File: src/design/bmec_pkg.sv
`default_nettype none
package bmec_pkg;

  localparam int KIND_WIDTH   = 2;
  localparam int SYMBOL_WIDTH = 8;

  localparam logic [KIND_WIDTH-1:0] KIND_FIRST  = 2'd0;
  localparam logic [KIND_WIDTH-1:0] KIND_SECOND = 2'd1;
  localparam logic [KIND_WIDTH-1:0] KIND_FINISH = 2'd2;

  typedef struct packed {
    logic [KIND_WIDTH-1:0]   kind;
    logic [SYMBOL_WIDTH-1:0] symbol;
  } in_t;

  typedef struct packed {
    logic is_permutation;
    logic overflowed;
  } out_t;

  typedef enum logic [1:0] {
    ST_CLEAR,
    ST_IDLE,
    ST_SCAN,
    ST_DONE
  } state_t;

endpackage
`default_nettype wire

File: src/design/bmec_mem.sv
`default_nettype none
module bmec_mem #(
  parameter int DEPTH = 256,
  parameter int WIDTH = 17,
  localparam int AW = (DEPTH > 1) ? $clog2(DEPTH) : 1
) (
  input  wire logic             clk,
  input  wire logic             we,
  input  wire logic [AW-1:0]    waddr,
  input  wire logic [WIDTH-1:0] wdata,
  input  wire logic [AW-1:0]    raddr,
  output logic [WIDTH-1:0]      rdata
);

  logic [WIDTH-1:0] mem [DEPTH];
  logic [WIDTH-1:0] rdata_r;

  // read-first: a read and write of the same entry on one edge returns the old data
  always_ff @(posedge clk) begin
    if (we) begin
      mem[waddr] <= wdata;
    end
    rdata_r <= mem[raddr];
  end

  assign rdata = rdata_r;

endmodule
`default_nettype wire

File: src/design/bmec_core.sv
`default_nettype none
module bmec_core #(
  parameter int ALPHABET_SIZE = 256,
  parameter int COUNT_WIDTH   = 17,
  localparam int AW = $clog2(ALPHABET_SIZE)
) (
  input  wire logic                   clk,
  input  wire logic                   rst_n,
  input  wire logic                   in_valid,
  output logic                        in_stall,
  input  wire bmec_pkg::in_t          in_data,
  output logic                        out_valid,
  input  wire logic                   out_stall,
  output bmec_pkg::out_t              out_data,
  output logic                        mem_we,
  output logic [AW-1:0]               mem_waddr,
  output logic [COUNT_WIDTH-1:0]      mem_wdata,
  output logic [AW-1:0]               mem_raddr,
  input  wire logic [COUNT_WIDTH-1:0] mem_rdata
);

  localparam logic [COUNT_WIDTH-1:0] MAX_POS = {1'b0, {(COUNT_WIDTH-1){1'b1}}};
  localparam logic [COUNT_WIDTH-1:0] MIN_NEG = {1'b1, {(COUNT_WIDTH-1){1'b0}}};
  localparam logic [AW-1:0]          LAST    = AW'(ALPHABET_SIZE - 1);

  bmec_pkg::state_t state_r, state_nxt;
  logic [AW-1:0]    cnt_r, cnt_nxt;
  logic             chk_r, chk_nxt;
  logic             nz_r, nz_nxt;
  logic             ovf_r, ovf_nxt;
  logic             s1_valid_r, s1_valid_nxt;
  logic             s1_up_r;
  logic [AW-1:0]    s1_addr_r;
  logic             fw_valid_r, fw_valid_nxt;
  logic [AW-1:0]    fw_addr_r;
  logic [COUNT_WIDTH-1:0] fw_val_r;
  logic             out_valid_r, out_valid_nxt;
  bmec_pkg::out_t   out_data_r, out_data_nxt;

  logic                   accept, is_byte, in_range, last, load, nz_all;
  logic                   s1_sat, s1_write;
  logic [COUNT_WIDTH-1:0] cur, upd;

  assign accept   = in_valid && !in_stall;
  assign in_range = {1'b0, in_data.symbol} < 9'(ALPHABET_SIZE);
  assign is_byte  = (in_data.kind == bmec_pkg::KIND_FIRST) ||
                    (in_data.kind == bmec_pkg::KIND_SECOND);
  assign last     = cnt_r == LAST;

  // previous write is not yet visible in the read data, take it from the bypass
  assign cur    = (fw_valid_r && fw_addr_r == s1_addr_r) ? fw_val_r : mem_rdata;
  assign s1_sat = s1_up_r ? (cur == MAX_POS) : (cur == MIN_NEG);
  assign upd    = s1_up_r ? cur + 1'b1 : cur - 1'b1;
  assign s1_write = s1_valid_r && !s1_sat;

  assign nz_all = nz_r || (chk_r && mem_rdata != '0);
  assign load   = (state_r == bmec_pkg::ST_DONE) && (!out_valid_r || !out_stall);

  // next state
  always_comb begin
    state_nxt = state_r;
    case (state_r)
      bmec_pkg::ST_CLEAR: if (last) state_nxt = bmec_pkg::ST_IDLE;
      bmec_pkg::ST_IDLE: begin
        if (accept && in_data.kind == bmec_pkg::KIND_FINISH) state_nxt = bmec_pkg::ST_SCAN;
      end
      bmec_pkg::ST_SCAN:  if (last) state_nxt = bmec_pkg::ST_DONE;
      bmec_pkg::ST_DONE:  if (load) state_nxt = bmec_pkg::ST_IDLE;
      default:            state_nxt = bmec_pkg::ST_CLEAR;
    endcase
  end

  // datapath and outputs
  always_comb begin
    in_stall     = (state_r != bmec_pkg::ST_IDLE);
    cnt_nxt      = '0;
    chk_nxt      = (state_r == bmec_pkg::ST_SCAN);
    nz_nxt       = nz_all;
    ovf_nxt      = ovf_r || s1_sat && s1_valid_r;
    s1_valid_nxt = accept && is_byte && in_range;
    fw_valid_nxt = s1_write;
    out_data_nxt = out_data_r;
    out_valid_nxt = out_valid_r && out_stall;
    mem_raddr    = in_data.symbol[AW-1:0];
    mem_we       = s1_write;
    mem_waddr    = s1_addr_r;
    mem_wdata    = upd;
    case (state_r)
      bmec_pkg::ST_CLEAR, bmec_pkg::ST_SCAN: begin
        // sweep: read the old count and zero the entry on the same edge
        cnt_nxt   = last ? '0 : AW'(cnt_r + 1'b1);
        mem_raddr = cnt_r;
        mem_we    = 1'b1;
        mem_waddr = cnt_r;
        mem_wdata = '0;
      end
      bmec_pkg::ST_DONE: begin
        if (load) begin
          out_valid_nxt               = 1'b1;
          out_data_nxt.is_permutation = !nz_all && !ovf_r;
          out_data_nxt.overflowed     = ovf_r;
          nz_nxt                      = 1'b0;
          ovf_nxt                     = 1'b0;
        end
      end
      default: begin
      end
    endcase
  end

  always_ff @(posedge clk) begin
    if (!rst_n) begin
      state_r     <= bmec_pkg::ST_CLEAR;
      cnt_r       <= '0;
      chk_r       <= 1'b0;
      nz_r        <= 1'b0;
      ovf_r       <= 1'b0;
      s1_valid_r  <= 1'b0;
      fw_valid_r  <= 1'b0;
      out_valid_r <= 1'b0;
    end else begin
      state_r     <= state_nxt;
      cnt_r       <= cnt_nxt;
      chk_r       <= chk_nxt;
      nz_r        <= nz_nxt;
      ovf_r       <= ovf_nxt;
      s1_valid_r  <= s1_valid_nxt;
      fw_valid_r  <= fw_valid_nxt;
      out_valid_r <= out_valid_nxt;
    end
  end

  always_ff @(posedge clk) begin
    s1_up_r    <= (in_data.kind == bmec_pkg::KIND_FIRST);
    s1_addr_r  <= in_data.symbol[AW-1:0];
    fw_addr_r  <= s1_addr_r;
    fw_val_r   <= upd;
    out_data_r <= out_data_nxt;
  end

  assign out_valid = out_valid_r;
  assign out_data  = out_data_r;

endmodule
`default_nettype wire

File: src/design/byte_multiset_equality_check_top.sv
// byte multiset equality check: tells whether two byte strings are permutations
// of each other
// input channel: in_valid / in_stall / in_data (kind, symbol). kind first adds one
// to the symbol's signed difference count, kind second subtracts one, kind finish
// asks for the result; the unused kind is taken and ignored, as is a symbol
// outside the alphabet
// byte transfers are taken one per cycle while in_stall is low: each is a
// read-modify-write of the count memory, bypassing the previous cycle's write
// a finish sweeps the whole memory, reading and zeroing one entry a cycle, so
// in_stall stays high through the sweep and until its result is loaded into
// the result register
// output channel: out_valid / out_stall / out_data (is_permutation, overflowed);
// a count that would leave its range saturates and sets the sticky overflow,
// which forces is_permutation low
// the result register holds while out_stall is high; byte transfers keep being
// taken meanwhile, and the next finish waits at the end of its sweep
// reset: a clearing pass zeroes the whole memory, with in_stall high throughout
`default_nettype none
module byte_multiset_equality_check_top #(
  parameter int ALPHABET_SIZE = 256,
  parameter int COUNT_WIDTH   = 17
) (
  input  wire logic           clk,
  input  wire logic           rst_n,
  input  wire logic           in_valid,
  output logic                in_stall,
  input  wire bmec_pkg::in_t  in_data,
  output logic                out_valid,
  input  wire logic           out_stall,
  output bmec_pkg::out_t      out_data
);

  localparam int AW = $clog2(ALPHABET_SIZE);

  logic                   mem_we;
  logic [AW-1:0]          mem_waddr;
  logic [COUNT_WIDTH-1:0] mem_wdata;
  logic [AW-1:0]          mem_raddr;
  logic [COUNT_WIDTH-1:0] mem_rdata;

  bmec_core #(
    .ALPHABET_SIZE(ALPHABET_SIZE),
    .COUNT_WIDTH  (COUNT_WIDTH)
  ) u_core (
    .clk      (clk),
    .rst_n    (rst_n),
    .in_valid (in_valid),
    .in_stall (in_stall),
    .in_data  (in_data),
    .out_valid(out_valid),
    .out_stall(out_stall),
    .out_data (out_data),
    .mem_we   (mem_we),
    .mem_waddr(mem_waddr),
    .mem_wdata(mem_wdata),
    .mem_raddr(mem_raddr),
    .mem_rdata(mem_rdata)
  );

  bmec_mem #(
    .DEPTH(ALPHABET_SIZE),
    .WIDTH(COUNT_WIDTH)
  ) u_mem (
    .clk  (clk),
    .we   (mem_we),
    .waddr(mem_waddr),
    .wdata(mem_wdata),
    .raddr(mem_raddr),
    .rdata(mem_rdata)
  );

endmodule
`default_nettype wire

File: config.mk
export PLATFORM = sky130hd
export DESIGN_NAME = byte_multiset_equality_check_top
export DESIGN_NICKNAME = d
export VERILOG_FILES = /design/src/design/bmec_pkg.sv /design/src/design/bmec_mem.sv /design/src/design/bmec_core.sv /design/src/design/byte_multiset_equality_check_top.sv
export SDC_FILE = /design/constraint.sdc
export NUM_CORES = 2
export LEC_CHECK = 0
export ABC_AREA = 1
export BUFFER_PORTS_ARGS = -buffer_cell sky130_fd_sc_hd__buf_2
export CORE_ASPECT_RATIO = 0.6
export CORE_UTILIZATION = 53
export DETAILED_ROUTE_END_ITERATION = 8
export PLACE_DENSITY = 0.68
export SETUP_SLACK_MARGIN = 0.1
export SLEW_MARGIN = 20
export SYNTH_ARGS = -nofsm -noshare
export SYNTH_HDL_FRONTEND = slang
export SYNTH_HIERARCHICAL = 1
export SYNTH_MEMORY_MAX_BITS = 65536
export SYNTH_SLANG_ARGS = --single-unit
export TNS_END_PERCENT = 1
File: constraint.sdc
create_clock -name clk -period 13.3 [get_ports clk]
set_input_delay 0.665 -clock clk [delete_from_list [all_inputs] [get_ports clk]]
set_output_delay 0.665 -clock clk [all_outputs]
set_load 0.005 [all_outputs]
==> impl_metrics.yaml <==
run_status:
  status: "finished clean"
global_route:
  grt_pass1_vias: 108000
  grtUsageTotal: 0.296
  antenna_found_initial: 16
  grt-ovfl-total: 0
  use_met3: 0.0942
  grt_pass1_wl_um: 747000
  gr-usage-met1: 0.461
  grt_max_degree: 201
  grt.busiest_layer: "met1"
  grtUsageMet2: 0.399
critical_path:
  worst-path-max-fanout: 95
  start_kind: "flip-flop"
  cp.arrival_ps: 8840
  rr_worst_depth: 20
  endpoint_kind: "flip-flop"
  cp.required_ps: 14220
  critPathKind: "reg -> reg"
logic_synthesis:
  synth_top_family_by_area: "simple AND/OR/NAND/NOR gates"
  ys_ff_latch: 4421
  syn-num-nets: 14900
  ys.flop_type: "edfxtp_1"
  yosysUniqueCellTypes: 45
  synth_fa_ha_area_frac: 0.00151
  synth_edf_count: 4354
  synth_compound_area_frac: 0.00204
  synthMuxAreaShare: 0
  ys_async_sr_fraction: 0
  seq_area_frac_synth: 0.739
  ys_warn_count: 6
  synthesis.area_mm2: 0.179
  synth_simple_gate_area_share: 0.225
  synthCells: 14900
  syn_avg_cell_area_um2: 12.0
  synthXorXnorAreaFrac: 0.000861
pwr:
  clkPwrFrac: 0.398
  vdd_drop_max_mv: 0.113
  p_sw_frac: 0.233
  p_leak_nw: 66.3
  seq_power_share: 0.528
  pwr_density_cell_mw_per_mm2: 146
  power_frac_comb: 0.074
  p_int_mw: 22.0
  switchingPower_mw: 6.68
final_layout:
  drive_above_1_share: 0.0741
  final_cell_mix: "nand2_1, edfxtp_1, nand3_1, clkbuf_16, buf_4"
  fillers: 26200
  layoutNonFillerInstCount: 19500
  postLayoutCellArea_mm2: 0.196
  area_growth_pct: 9.56
  num-nets-final: 14700
  final_common_cell: "nand2_1"
sta:
  tns_ps: 0
  hold_ws_ps: 216
  worst_slew_pin_slew_ps: 1280
  skew_ps: 92.6
  rsz0062_at_grt: "false"
  fmax_ghz: 0.126
  relSlewSlack: 0.145
  post-route-period-util: 0.596
  hold_viol: 0
  min_period_ps: 7920
  slew_viol_final: 0
  setup_viol: 0
  setup_ws_ps: 5380
worst_hold_path:
  hold_depth: 5
  hold_class: "in -> reg"
placed_design:
  gp_congestion: 0.883
  portBuffers: 17
  dp_slack_ps: 5710
  place_hpwl_um: 276000
  placed_area_mm2: 0.183
  placed_cells: 18800
clocking:
  cts_inserted_buffers: 392
  clk-insertion-delay-late_ps: 980
  numClockSinks: 4421
  cts_tree: "built"
  htreeDepth: 5
  cts_resized: 0
  cts.root.buffer_cell: "clkbuf_16"
  cts_buffer_depth: 4
  clk_pin_slew_ps: 70
routing:
  viasPerCell: 6.11
  drcViolationCount: 0
  wl_per_cell_um: 26.4
  drtAntennaViolNets: 0
  drtIter0Drc: 19800
  routed_wl_um: 514000
  via_count: 119000
  firstDrtPassIters: 6
floorplanning:
  dieWidth_um: 752
  rows: 164
  dieArea_mm2: 0.340
  fp.dieH_um: 452
  design.core.area_mm2: 0.334
  io_pins: 18
  initial_utilization: 0.535
flow_run:
  maxCapViolations: 0
==> worst paths after layout <==
kind                                                startpoint                             end  slack, ps
worst max-delay path            u_core/state_r[0]$_SDFFE_PN0P_         u_mem/rdata[13]$_DFF_P_       5380
worst min-delay path                                  in_valid  u_core/state_r[1]$_SDFFE_PN0P_        220
worst max register to register  u_core/state_r[0]$_SDFFE_PN0P_         u_mem/rdata[13]$_DFF_P_       5380
worst min register to register     u_core/s1_addr_r[0]$_DFF_P_     u_core/fw_addr_r[0]$_DFF_P_        370
==> synthesized netlist by cell type (6+ instances only) <==
master / n / area share
o21ai_0: 18 / 0.00050
nor2_1: 365 / 0.0077
edfxtp_1: 4354 / 0.73
nand2_2: 6 / 0.00021
buf_1: 113 / 0.0024
dfxtp_1: 67 / 0.0075
inv_1: 91 / 0.0019
buf_4: 113 / 0.0047
inv_2: 8 / 0.00017
a21oi_1: 28 / 0.00078
nand3_1: 4296 / 0.12
clkbuf_1: 155 / 0.0033
buf_6: 49 / 0.0031
nor4_1: 6 / 0.00021
xor2_1: 8 / 0.00039
ha_1: 20 / 0.0014
buf_2: 566 / 0.016
nand2_1: 4568 / 0.096
==> power by group through the flow <==
stage               registers (mW)  logic [mW]  clock network [mW]
floorplan                     15.4        1.46                   0
global placement              15.4        2.03                   0
detailed placement            15.4        2.05                   0
CTS                           15.1        2.07                11.5
global route                  15.1        2.30                12.0
finish                        15.1        2.11                11.4
==> state kept, by name, indices dropped and copies added (netlist names), 2 cells and up <==
| name | flops |
|---|---|
| u_core/s1_addr_r | 8 |
| u_core/fw_val_r | 17 |
| u_core/fw_addr_r | 8 |
| u_core/cnt_r | 8 |
| u_core/out_data | 2 |
| u_core/state_r | 2 |
| u_mem/mem | 4352 |
| u_mem/rdata | 17 |
==> layout make-up <==
cell class	instances	area, µm²	area share
tap	4482	5610	0.0286
multi-input combinational	9363	41500	0.212
inverter	104	444	0.00227
clock inverter	219	2080	0.0106
antenna	3	7.51	0.0000383
timing repair buffer	432	3650	0.0186
clock buffer	485	10500	0.0536
sequential	4421	132000	0.674
==> cell families after synthesis <==
family                   Yosys count
AO/OA/AOI/OAI                     62
XOR/XNOR                          15
adder cells (fa/ha/maj)           21
buffers and inverters           1103
flip-flops                      4421
AND/OR/NAND/NOR                 9265
==> critical path, cell delays in order, from the launching register on <==
cell     delay [ps]
dfxtp_1         340
inv_1            90
ha_1            170
nor2_1          200
inv_2           780
nand2_1         250
nand2_4         410
buf_4           750
buf_4           910
buf_4           900
buf_4           660
nand2_1         110
nand3_1         110
nand3_1         150
nand3_1         130
nand3_1         150
nand3_1         680
nand3_1         340
nand2_1         250
nand2_1          90
nand2_1          90
==> routing by layer <==
layer	up-vias	routed length, µm
met5	-	237
met4	24	14900
met3	892	77500
met2	7978	211000
met1	57700	210000
li1	52600	-
==> per-stage QoR <==
stage          power (mW)   util
2_1_floorplan        16.9      -
3_3_place_gp         17.5  0.548
3_5_place_dp         17.5  0.548
4_1_cts              28.7  0.586
5_1_grt              29.5  0.586
6_report             28.7  0.586
==> repair_timing <==
item                                    CTS  global route
endpoints found under the setup margin    0             0
hold buffers                             13             0
buffers inserted                          0             0
endpoints found under the hold margin    12             0
No activity file was read; power rests on OpenSTA's default activity.
